--- config.mk ---
export PLATFORM = sky130hd
export DESIGN_NAME = linear_block_code_standard_array_top
export DESIGN_NICKNAME = d
export VERILOG_FILES = /design/src/hdl/lbc_pkg.sv /design/src/hdl/lbc_enc.sv /design/src/hdl/lbc_wcmp.sv /design/src/hdl/linear_block_code_standard_array_top.sv
export SDC_FILE = /design/constraint.sdc
export NUM_CORES = 1
export LEC_CHECK = 0
export BUFFER_PORTS_ARGS = -buffer_cell sky130_fd_sc_hd__buf_2
export CAP_MARGIN = 20
export CELL_PAD_IN_SITES_DETAIL_PLACEMENT = 0
export CELL_PAD_IN_SITES_GLOBAL_PLACEMENT = 1
export CORE_MARGIN = 2
export CORE_UTILIZATION = 51
export DETAILED_ROUTE_END_ITERATION = 16
export PLACE_DENSITY_LB_ADDON = 0.08
export SLEW_MARGIN = 20
export SYNTH_ARGS = -nofsm -noshare
export SYNTH_HDL_FRONTEND = slang
export SYNTH_SLANG_ARGS = --single-unit
--- constraint.sdc ---
create_clock -name clk -period 26.2 [get_ports clk]
set_input_delay 2.62 -clock clk [delete_from_list [all_inputs] [get_ports clk]]
set_output_delay 2.62 -clock clk [all_outputs]
set_load 0.05 [all_outputs]
--- src/hdl/lbc_pkg.sv ---
`default_nettype none

package lbc_pkg;

  localparam int CODE_W     = 16;  // codeword / row width
  localparam int MSG_W      = 6;   // message width
  localparam int ROW_COUNT  = 6;   // generator rows held
  localparam int ERR_W      = 5;   // weight width, 0..16
  localparam int K_W        = 3;   // message_bits register width
  localparam int N_W        = 5;   // code_bits register width
  localparam int CFG_IDX_W  = 3;
  localparam int CFG_DATA_W = 16;

  // length clamps, tied to the datapath widths
  localparam int MAX_CODE_BITS    = CODE_W;
  localparam int MAX_MESSAGE_BITS = MSG_W;

  // register indexes on the configuration port
  localparam logic [CFG_IDX_W-1:0] CFG_GEN_ROW5     = 3'd5;
  localparam logic [CFG_IDX_W-1:0] CFG_MESSAGE_BITS = 3'd6;
  localparam logic [CFG_IDX_W-1:0] CFG_CODE_BITS    = 3'd7;

  localparam logic [K_W-1:0] MESSAGE_BITS_RST = 3'd4;
  localparam logic [N_W-1:0] CODE_BITS_RST    = 5'd7;

  localparam logic OP_ENCODE = 1'b0;
  localparam logic OP_DECODE = 1'b1;

  typedef enum logic {
    ST_IDLE,
    ST_RUN
  } lbc_state_t;

  // verdict of the weight compare unit for one candidate
  typedef struct packed {
    logic             take;
    logic [ERR_W-1:0] weight;
  } cmp_res_t;

endpackage

`default_nettype wire

--- src/hdl/lbc_enc.sv ---
`default_nettype none

// Codeword for one message index: XOR of the generator rows it selects.
module lbc_enc import lbc_pkg::*; (
  input  wire logic [CODE_W-1:0] rows [ROW_COUNT],
  input  wire logic [K_W-1:0]    k_eff,
  input  wire logic [CODE_W-1:0] cmask,
  input  wire logic [MSG_W-1:0]  idx,
  output logic      [CODE_W-1:0] cw
);

  always_comb begin
    logic [CODE_W-1:0] acc;
    logic [K_W-1:0]    pos;
    acc = '0;
    pos = '0;
    for (int r = 0; r < ROW_COUNT; r++) begin
      // message bit k-1-r selects row r
      if (r < int'(k_eff)) begin
        pos = K_W'(int'(k_eff) - 1 - r);
        if (idx[pos]) begin
          acc = acc ^ rows[r];
        end
      end
    end
    cw = acc & cmask;
  end

endmodule

`default_nettype wire

--- src/hdl/lbc_wcmp.sv ---
`default_nettype none

// Weight of one candidate error pattern and compare against the best so far.
module lbc_wcmp import lbc_pkg::*; (
  input  wire logic [CODE_W-1:0] v,
  input  wire logic [CODE_W-1:0] best_v,
  input  wire logic [ERR_W-1:0]  best_w,
  input  wire logic              first,
  output cmp_res_t               res
);

  logic [1:0]       pair_sum [8];
  logic [2:0]       quad_sum [4];
  logic [3:0]       oct_sum  [2];
  logic [ERR_W-1:0] w;

  // popcount as an adder tree
  always_comb begin
    for (int i = 0; i < 8; i++) begin
      pair_sum[i] = {1'b0, v[2*i]} + {1'b0, v[2*i+1]};
    end
    for (int i = 0; i < 4; i++) begin
      quad_sum[i] = {1'b0, pair_sum[2*i]} + {1'b0, pair_sum[2*i+1]};
    end
    for (int i = 0; i < 2; i++) begin
      oct_sum[i] = {1'b0, quad_sum[2*i]} + {1'b0, quad_sum[2*i+1]};
    end
    w = {1'b0, oct_sum[0]} + {1'b0, oct_sum[1]};
  end

  // least weight wins, ties go to the smaller value
  assign res.weight = w;
  assign res.take   = first || (w < best_w) || ((w == best_w) && (v < best_v));

endmodule

`default_nettype wire

--- src/hdl/linear_block_code_standard_array_top.sv ---
`default_nettype none

// Channel  | Handshake          | Payload
// ---------+--------------------+----------------------------------------------
// input    | in_valid/in_stall  | in_opcode, in_message, in_received_word
// result   | out_valid/out_stall| out_codeword, out_errors_corrected
// config   | cfg_we             | cfg_index, cfg_data
//
// Encode forms the codeword of the message; decode makes one weight compare per
// codeword, 2^k of them with k the clamped message_bits, all in a single
// shared compare unit. Input is taken only while idle, never during an item.
// Synchronous active-low reset restores register defaults and empties the block.
// A waiting result sits in the output register while the next item runs; the
// final step holds only while that register is full and out_stall is high.
module linear_block_code_standard_array_top import lbc_pkg::*; (
  input  wire logic                  clk,
  input  wire logic                  rst_n,
  input  wire logic                  cfg_we,
  input  wire logic [CFG_IDX_W-1:0]  cfg_index,
  input  wire logic [CFG_DATA_W-1:0] cfg_data,
  input  wire logic                  in_valid,
  output logic                       in_stall,
  input  wire logic                  in_opcode,
  input  wire logic [MSG_W-1:0]      in_message,
  input  wire logic [CODE_W-1:0]     in_received_word,
  output logic                       out_valid,
  input  wire logic                  out_stall,
  output logic      [CODE_W-1:0]     out_codeword,
  output logic      [ERR_W-1:0]      out_errors_corrected
);

  logic [CODE_W-1:0] gen_rows_r [ROW_COUNT];
  logic [K_W-1:0]    msg_bits_r;
  logic [N_W-1:0]    code_bits_r;

  lbc_state_t        state_r, state_nxt;
  logic              op_r;
  logic [MSG_W-1:0]  msg_r;
  logic [CODE_W-1:0] rx_r;
  logic [MSG_W-1:0]  m_r, m_nxt;
  logic [CODE_W-1:0] best_v_r, best_v_nxt;
  logic [ERR_W-1:0]  best_w_r, best_w_nxt;

  logic              out_valid_r;
  logic [CODE_W-1:0] out_codeword_r;
  logic [ERR_W-1:0]  out_errors_r;

  logic [K_W-1:0]    k_eff;
  logic [N_W-1:0]    n_eff;
  logic [CODE_W-1:0] cmask;
  logic [MSG_W-1:0]  last_idx;
  logic [MSG_W-1:0]  enc_idx;
  logic [CODE_W-1:0] cw;
  logic [CODE_W-1:0] cand_v;
  cmp_res_t          cmp;
  logic              last;
  logic              out_free;
  logic              accept;
  logic              step;
  logic              finish;
  logic              advance;
  logic [CODE_W-1:0] fin_v;
  logic [ERR_W-1:0]  fin_w;

  // configuration registers
  always_ff @(posedge clk) begin
    if (!rst_n) begin
      for (int r = 0; r < ROW_COUNT; r++) begin
        gen_rows_r[r] <= '0;
      end
      msg_bits_r  <= MESSAGE_BITS_RST;
      code_bits_r <= CODE_BITS_RST;
    end else if (cfg_we) begin
      if (cfg_index <= CFG_GEN_ROW5) begin
        gen_rows_r[cfg_index] <= cfg_data;
      end else if (cfg_index == CFG_MESSAGE_BITS) begin
        msg_bits_r <= cfg_data[K_W-1:0];
      end else if (cfg_index == CFG_CODE_BITS) begin
        code_bits_r <= cfg_data[N_W-1:0];
      end
    end
  end

  // clamp lengths
  always_comb begin
    if (msg_bits_r == '0) begin
      k_eff = K_W'(1);
    end else if (int'(msg_bits_r) > MAX_MESSAGE_BITS) begin
      k_eff = K_W'(MAX_MESSAGE_BITS);
    end else begin
      k_eff = msg_bits_r;
    end
    if (code_bits_r == '0) begin
      n_eff = N_W'(1);
    end else if (int'(code_bits_r) > MAX_CODE_BITS) begin
      n_eff = N_W'(MAX_CODE_BITS);
    end else begin
      n_eff = code_bits_r;
    end
    for (int i = 0; i < CODE_W; i++) begin
      cmask[i] = (i < int'(n_eff));
    end
  end

  assign last_idx = MSG_W'((7'd1 << k_eff) - 7'd1);

  // shared datapath: codeword for the current index, then weight compare
  assign enc_idx = (op_r == OP_ENCODE) ? msg_r : m_r;

  lbc_enc u_enc (
    .rows  (gen_rows_r),
    .k_eff (k_eff),
    .cmask (cmask),
    .idx   (enc_idx),
    .cw    (cw)
  );

  assign cand_v = rx_r ^ cw;

  lbc_wcmp u_wcmp (
    .v      (cand_v),
    .best_v (best_v_r),
    .best_w (best_w_r),
    .first  (m_r == '0),
    .res    (cmp)
  );

  assign last     = (op_r == OP_ENCODE) || (m_r == last_idx);
  assign out_free = !out_valid_r || !out_stall;

  // next state
  always_comb begin
    state_nxt = state_r;
    case (state_r)
      ST_IDLE: begin
        if (in_valid) begin
          state_nxt = ST_RUN;
        end
      end
      ST_RUN: begin
        if (last && out_free) begin
          state_nxt = ST_IDLE;
        end
      end
      default: state_nxt = ST_IDLE;
    endcase
  end

  // sequencer outputs
  always_comb begin
    in_stall = 1'b1;
    step     = 1'b0;
    case (state_r)
      ST_IDLE: in_stall = 1'b0;
      ST_RUN:  step     = 1'b1;
      default: in_stall = 1'b1;
    endcase
  end

  assign accept  = in_valid && !in_stall;
  assign finish  = step && last && out_free;
  assign advance = step && !last;

  // best-so-far update
  always_comb begin
    m_nxt      = m_r;
    best_v_nxt = best_v_r;
    best_w_nxt = best_w_r;
    if (accept) begin
      m_nxt = '0;
    end else if (advance) begin
      m_nxt = m_r + MSG_W'(1);
      if (cmp.take) begin
        best_v_nxt = cand_v;
        best_w_nxt = cmp.weight;
      end
    end
  end

  assign fin_v = cmp.take ? cand_v : best_v_r;
  assign fin_w = cmp.take ? cmp.weight : best_w_r;

  always_ff @(posedge clk) begin
    if (!rst_n) begin
      state_r <= ST_IDLE;
    end else begin
      state_r <= state_nxt;
    end
  end

  always_ff @(posedge clk) begin
    m_r      <= m_nxt;
    best_v_r <= best_v_nxt;
    best_w_r <= best_w_nxt;
    if (accept) begin
      op_r  <= in_opcode;
      msg_r <= in_message;
      rx_r  <= in_received_word & cmask;
    end
  end

  // output register
  always_ff @(posedge clk) begin
    if (!rst_n) begin
      out_valid_r <= 1'b0;
    end else if (finish) begin
      out_valid_r <= 1'b1;
    end else if (!out_stall) begin
      out_valid_r <= 1'b0;
    end
  end

  always_ff @(posedge clk) begin
    if (finish) begin
      if (op_r == OP_ENCODE) begin
        out_codeword_r <= cw;
        out_errors_r   <= '0;
      end else begin
        out_codeword_r <= rx_r ^ fin_v;
        out_errors_r   <= fin_w;
      end
    end
  end

  assign out_valid            = out_valid_r;
  assign out_codeword         = out_codeword_r;
  assign out_errors_corrected = out_errors_r;

endmodule

`default_nettype wire

**After elaboration in Yosys (flattened, before gate mapping)**

Cells that the tools add are included.

- $add $sub $neg: 23
- Multiply operators: 0
- Div/mod/pow operators: 0
- $lt $le $gt $ge: 35
- Equality and inequality tests: 5
- Shift-type cells: 1
- Muxes and demuxes: 41
- Bitwise gates (word level): 15
- Reductions and logical operators: 21

Operators by type and width:

| kind | number |
|---|---|
| $mux W16 | 15 |
| $xor A16 B16 Y16 | 7 |
| $bwmux W96 | 1 |
| $demux W16 S3 | 1 |
| $lt A4 B5 Y1 const A | 8 |
| $and A16 B16 Y16 | 2 |
| $lt A3 B4 Y1 const B | 6 |
| $lt A3 B5 Y1 const A | 4 |
| $bmux W1 S3 | 6 |
| $add A1 B1 Y2 | 8 |
| $lt A16 B16 Y1 | 1 |
| $mux W5 | 3 |
| $add A2 B2 Y3 | 4 |
| $sub A3 B3 Y3 const B | 4 |
| $mux W1 | 11 |
| $lt A1 B5 Y1 const A | 2 |
| $lt A2 B5 Y1 const A | 2 |
| $add A3 B3 Y4 | 2 |
| $logic_and A1 B1 Y1 | 7 |
| $add A6 B1 Y6 const B | 1 |
| $eq A3 B3 Y1 const B | 2 |
| $eq A6 B6 Y1 | 1 |
| $logic_not A6 Y1 | 1 |
| $lt A1 B3 Y1 const A | 2 |
| 27 further kinds | 40 |

- Bits in registers: 177
- Latch bits: 0
- Bits in writable memories: 0
- Memory bits (read-only): 0
- Memories: 0

**Longest topological paths before layout**

- Word-level depth: 35
- Depth in mapped cells: 35
- Depth with buffers taken out: 30

**Hierarchy**

From an unflattened synthesis, not the netlist that was laid out.

- Cells, all modules: 1179
- Area total of the unflattened synthesis: 10809.1 um2

Modules (own cells, without submodules):

| module | times used | cells each | area an instance (um2) | seq. area each (um2) |
|---|---|---|---|---|
| linear_block_code_standard_array_top | 1 | 752 | 7489.7 | 4194.0 |
| lbc_enc | 1 | 312 | 2427.3 | 0.0 |
| lbc_wcmp | 1 | 115 | 892.1 | 0.0 |

**Worst setup path after synthesis**

OpenSTA, ideal clock, no wires.

- Path type: register to register
- Start: register msg_bits_r[0]
- End: register best_v_r[0] (data pin)
- Arrival time: 8.249 ns
- Required time: 25.938 ns
- Setup slack: 17.688 ns
- Cell stages (with the launch flop): 35
- Buffers on the path: 5
- Cell sequence: dfxtp_1 -> nand2b_2 -> a21o_1 -> buf_6 -> ha_1 -> clkbuf_1 -> xor2_1 -> buf_2 -> a221oi_1 -> clkbuf_1 -> o211ai_1 -> xnor2_1 -> xnor3_1 -> o21ai_0 -> xor2_1 -> fa_1 -> fa_1 -> inv_1 -> fa_1 -> inv_1 -> fa_1 -> inv_1 -> ha_1 -> fa_1 -> ha_1 -> nor2b_1 -> o21a_1 -> o21a_1 -> o21a_1 -> o21ai_0 -> nor2_1 -> o21ai_2 -> o21a_1 -> buf_6 -> mux2_1

- Longest elaborated chain between the ends: 33

Ends and longest elaborated chain:

| item | line | RTL |
|---|---|---|
| start: declaration | linear_block_code_standard_array_top.sv:33 | `logic [K_W-1:0] msg_bits_r;` |
| start signal: assignment | linear_block_code_standard_array_top.sv:77 | `msg_bits_r <= cfg_data[K_W-1:0];` |
| $gt A3 B3 Y1 | linear_block_code_standard_array_top.sv:88 | `end else if (int'(msg_bits_r) > MAX_MESSAGE_BITS) begin` |
| $mux W3 | linear_block_code_standard_array_top.sv:88 |  |
| $mux W3 (*) | linear_block_code_standard_array_top.sv:86 | `if (msg_bits_r == '0) begin` |
| parallel branches: the longest is 19 deep, another holds $sub A3 B1 Y3 | - |  |
| $mux W16 (*) | lbc_enc.sv:19 | `if (r < int'(k_eff)) begin` |
| $and A16 B16 Y16 (*) | lbc_enc.sv:26 | `cw = acc & cmask;` |
| $xor A16 B16 Y16 (*) | linear_block_code_standard_array_top.sv:118 | `assign cand_v = rx_r ^ cw;` |
| $add A1 B1 Y2 | - |  |
| $add A2 B2 Y3 | - |  |
| $add A3 B3 Y4 | - |  |
| $add A4 B4 Y5 | - |  |
| $lt A5 B5 Y1 / $eq A5 B5 Y1 (equally long branches) | - |  |
| $logic_or A1 B1 Y1 / $logic_and A1 B1 Y1 (equally long branches) | - |  |
| $logic_or A1 B1 Y1 | - |  |
| $mux W16 (*) | - |  |
| net fin_v[0] | linear_block_code_standard_array_top.sv:62 | `logic [CODE_W-1:0] fin_v;` |
| end signal: assignment | linear_block_code_standard_array_top.sv:193 | `best_v_r <= best_v_nxt;` |
| end: declaration | linear_block_code_standard_array_top.sv:41 | `logic [CODE_W-1:0] best_v_r, best_v_nxt;` |

Mark *: on every way through the listed nets, which the timed path passes. The select of a mux whose other input is x is not followed.
A chain may end at the register's enable or synchronous reset.

**Worst setup path after layout**

- Start: register msg_bits_r[1]
- End: register out_codeword_r[10], in the netlist out_codeword[10] (data pin)

- Longest elaborated chain between the ends: 35

Ends and longest elaborated chain:

| item | line | RTL |
|---|---|---|
| $gt A3 B3 Y1 | linear_block_code_standard_array_top.sv:88 |  |
| $mux W3 | linear_block_code_standard_array_top.sv:88 |  |
| $mux W3 (*) | linear_block_code_standard_array_top.sv:86 |  |
| parallel branches: the longest is 19 deep, another holds $sub A3 B1 Y3 | - |  |
| $mux W16 (*) | lbc_enc.sv:19 |  |
| $and A16 B16 Y16 (*) | lbc_enc.sv:26 |  |
| $xor A16 B16 Y16 | linear_block_code_standard_array_top.sv:118 |  |
| $add A1 B1 Y2 | lbc_wcmp.sv:20 | `pair_sum[i] = {1'b0, v[2*i]} + {1'b0, v[2*i+1]};` |
| $add A2 B2 Y3 | lbc_wcmp.sv:23 | `quad_sum[i] = {1'b0, pair_sum[2*i]} + {1'b0, pair_sum[2*i+1]};` |
| $add A3 B3 Y4 | lbc_wcmp.sv:26 | `oct_sum[i] = {1'b0, quad_sum[2*i]} + {1'b0, quad_sum[2*i+1]};` |
| $add A4 B4 Y5 | lbc_wcmp.sv:28 | `w = {1'b0, oct_sum[0]} + {1'b0, oct_sum[1]};` |
| $lt A5 B5 Y1 / $eq A5 B5 Y1 (equally long branches) | lbc_wcmp.sv:33 | `assign res.take = first \|\| (w < best_w) \|\| ((w == best_w) && (v < best_v));` |
| $logic_or A1 B1 Y1 / $logic_and A1 B1 Y1 (equally long branches) | lbc_wcmp.sv:33 |  |
| $logic_or A1 B1 Y1 | lbc_wcmp.sv:33 |  |
| $mux W16 | - |  |
| $xor A16 B16 Y16 | linear_block_code_standard_array_top.sv:219 | `out_codeword_r <= rx_r ^ fin_v;` |
| $mux W16 (*) | linear_block_code_standard_array_top.sv:215 | `if (op_r == OP_ENCODE) begin` |
| end signal: assignment | linear_block_code_standard_array_top.sv:216 | `out_codeword_r <= cw;` |
| end signal: assignment | linear_block_code_standard_array_top.sv:219 |  |
| end: declaration | linear_block_code_standard_array_top.sv:45 | `logic [CODE_W-1:0] out_codeword_r;` |

Every way passes the cells marked *. The select of a mux whose other input is x is not followed.

==> impl_metrics.yaml <==
synth:
  ys_async_sr_fraction_pct: 0
  synthSimpleGateAreaFrac_pct: 15.09
  synthesis.area_mm2: 0.01046
  synth_ff_type: "dfxtp_1"
  synth_xor_area_share_pct: 11.32
  yosysSeqAreaShare_pct: 40.11
  synth_compound_area_share_pct: 15.18
  synth_top_family_by_area: "compound AO/OA/AOI/OAI gates"
  synthMuxAreaShare_pct: 7.108
  synth.avg_cell_area_um2: 9.361
  synth_seq_cells: 177
  synth_edf_count: 65
  yosysWarnings: 0
  synth_cell_types: 61
  synthCells: 1117
  syn-num-nets: 1207
  synthAdderAreaFrac_pct: 5.863
clock_network:
  htreeDepth: 4
  worstSkewPairLatency_ps: 440
  post_cts_resized: 0
  clkSinkCount: 177
  ctsHoldBuffers: 0
  path_clk_slew_ps: 70
  cts_setup_buffers: 0
  clock_tree.buffer_depth: 2
  cts_inserted_buffers: 17
  cts_tree: "yes"
  clock-root-buffer: "clkbuf_16"
placed_design:
  dpl.hpwl_um: 18250
  io_buffers: 69
  gp_congestion: 0.8372
  place_inst: 1405
  pre_cts_slack_ps: 16280
global_route:
  grt_max_degree: 107
  antenna_found_initial: 0
  first_global_vias: 7583
  track_usage_pct: 25.03
  grt_pass1_wl_um: 42260
  gr-total-overflow: 0
final_layout:
  layout.cells.most_common: "nand2_1"
  final_nets: 1244
  final_cell_mix: "nand2_1 (260), dfxtp_1 (112), a21boi_0 (97), buf_2 (69)"
  multiInputGateArea_mm2: 0.005728
  n_fill_cell: 1858
  num_antenna_cells: 0
  area_growth_syn_to_layout_pct: 10.90
  final-seq-area_mm2: 0.004194
  fin_cells: 1437
  drive_above_1_share_pct: 12.08
floorplanning:
  dieArea_mm2: 0.02166
  rows: 52
  io_pins: 70
  die_h_um: 147.2
  core_mm2: 0.02017
  start_util_pct: 51.84
  die_w_um: 147.2
routing:
  drt-initial-drc-count: 422
  dr.pass1.iters: 5
  vias_per_cell: 5.455
  wl_per_cell_um: 18.53
  drc: 0
  drt_wl_total_um: 26630
  vias: 7839
  ant_nets: 0
sta:
  rsz0062_at_grt: "false"
  finalSetupViolCount: 0
  max_freq_ghz: 0.1004
  hold_viol_final: 0
  min_period_ps: 9962
  finalCritPeriodShare_pct: 38.02
  slew_violations: 0
  finalHoldWorstSlack_ps: 462.5
  fin_ws_ps: 16240
  finalSetupTns_ps: 0
  fin_skew_ps: 18.22
  worst_slew_pin_slew_ps: 1069
  slew_headroom_pct: 28.34
setup_path:
  critical_path_arrival_ps: 10130
  critPathMaxFanout: 21
  critPathCaptureType: "flop"
  crit_top_cell: "fa_1"
  slowest_delay_ps: 820
  cpMaxStageDelayCell: "a211o_1"
  crit_required_ps: 26370
  worstSetupPathType: "reg2reg"
  cp-start-kind: "flop"
hold_path:
  hold_class: "reg2reg"
power_and_ir_drop:
  powerDensity_mw_per_mm2: 67.54
  power_leakage_nw: 4.543
  ir_drop_mv: 0.03834
status:
  status: "finished clean"
job:
  drv_cap: 0
[logic make-up after synthesis]
kind of cell | Yosys count
XOR/XNOR | 108
AO/OA/AOI/OAI | 217
AND/OR/NAND/NOR | 369
multiplexers | 68
flip-flops | 177
adder cells (fa/ha/maj) | 43
buffers and inverters | 135
[worst paths after layout]
| kind | start | end | slack [ps] | cells after the start |
|---|---|---|---|---|
| setup / recovery | msg_bits_r[1] | out_codeword[10] | 16240 | 29 |
| hold / removal | gen_rows_r[23] | gen_rows_r[23] | 460 | 2 |
| setup reg to reg | msg_bits_r[1] | out_codeword[10] | 16240 | 29 |
| hold reg to reg | gen_rows_r[23] | gen_rows_r[23] | 460 | 2 |
[cell type report]
class / count / share of cell area [%]
Multi-Input combinational cell: 805 / 49.40
Sequential cell: 177 / 36.17
Clock inverter: 13 / 1.295
Clock buffer: 19 / 3.917
Inverter: 65 / 2.104
Tap cell: 270 / 2.913
Timing Repair Buffer: 88 / 4.208
[sequential cells by signal, summed over array words and instances, names as in the netlist, 3 cells and up]
register,flops
gen_rows_r,96
best_v_r,16
out_codeword,16
rx_r,16
m_r,6
msg_r,6
best_w_r,5
code_bits_r,5
out_errors_corrected,5
msg_bits_r,3
[stage by stage]
stage / util [%] / cell area, µm² / power, mW
2_1_floorplan: - / 10460 / 0.4751
3_3_place_gp: 54.50 / 10990 / 0.5207
6_report: 57.49 / 11600 / 0.7832
3_5_place_dp: 54.50 / 10990 / 0.5237
5_1_grt: 57.49 / 11600 / 0.8256
4_1_cts: 57.49 / 11600 / 0.7884
[cell usage after synthesis (3+ instances only)]
cell type  number  share of area (%)
nor3b_1        17                1.2
nor2_1         40                1.4
nand2b_1        4               0.24
mux2_2          7               0.75
edfxtp_1       65                 19
xnor2_1        54                4.5
and2_1          7               0.42
fa_1           10                1.9
clkbuf_1       57                2.0
xor2_1         37                3.1
nor2b_1        15               0.90
a21o_1         15                1.1
a211oi_1        6               0.43
buf_2           4               0.19
nor3_1          3               0.14
a22oi_1         3               0.22
nand2_1       260                9.3
xnor3_1        15                3.2
dfxtp_1       112                 21
buf_4           3               0.22
a21oi_1         9               0.43
o21a_1          9               0.65
a21boi_0       97                7.0
mux2_1         13                1.4
mux2i_1        45                4.3
nand3_1         6               0.29
buf_6           3               0.32
inv_1          65                2.3
and3_1          3               0.18
ha_1           33                3.9
mux4_2          3               0.65
a311oi_1       15                1.3
o211ai_1       16                1.1
o21ai_0        27                1.3
nand4_1         7               0.42
[power by group]
group          internal (mW)  switching (mW)
Clock                  0.149           0.118
Combinational         0.0859           0.114
Sequential             0.308         0.00925
[worst max-delay path: cells and delay by family, from the launching register on]
kind	cells	cell delay, ps
buffers and inverters	4	420
adder cells (fa/ha/maj)	8	3310
XOR/XNOR	5	1210
multiplexers	1	390
AO/OA/AOI/OAI	8	2640
flip-flops	1	550
AND/OR/NAND/NOR	3	1190
[per-layer routing]
layer	vias up	track usage, %	part of all wire (%)
met4	0	7.212	1.9
met2	169	40.40	47
met3	28	4.379	4.1
met1	3767	34.73	47
met5	-	0	0
li1	3875	-	-
(Power assumes the default switching activity.)
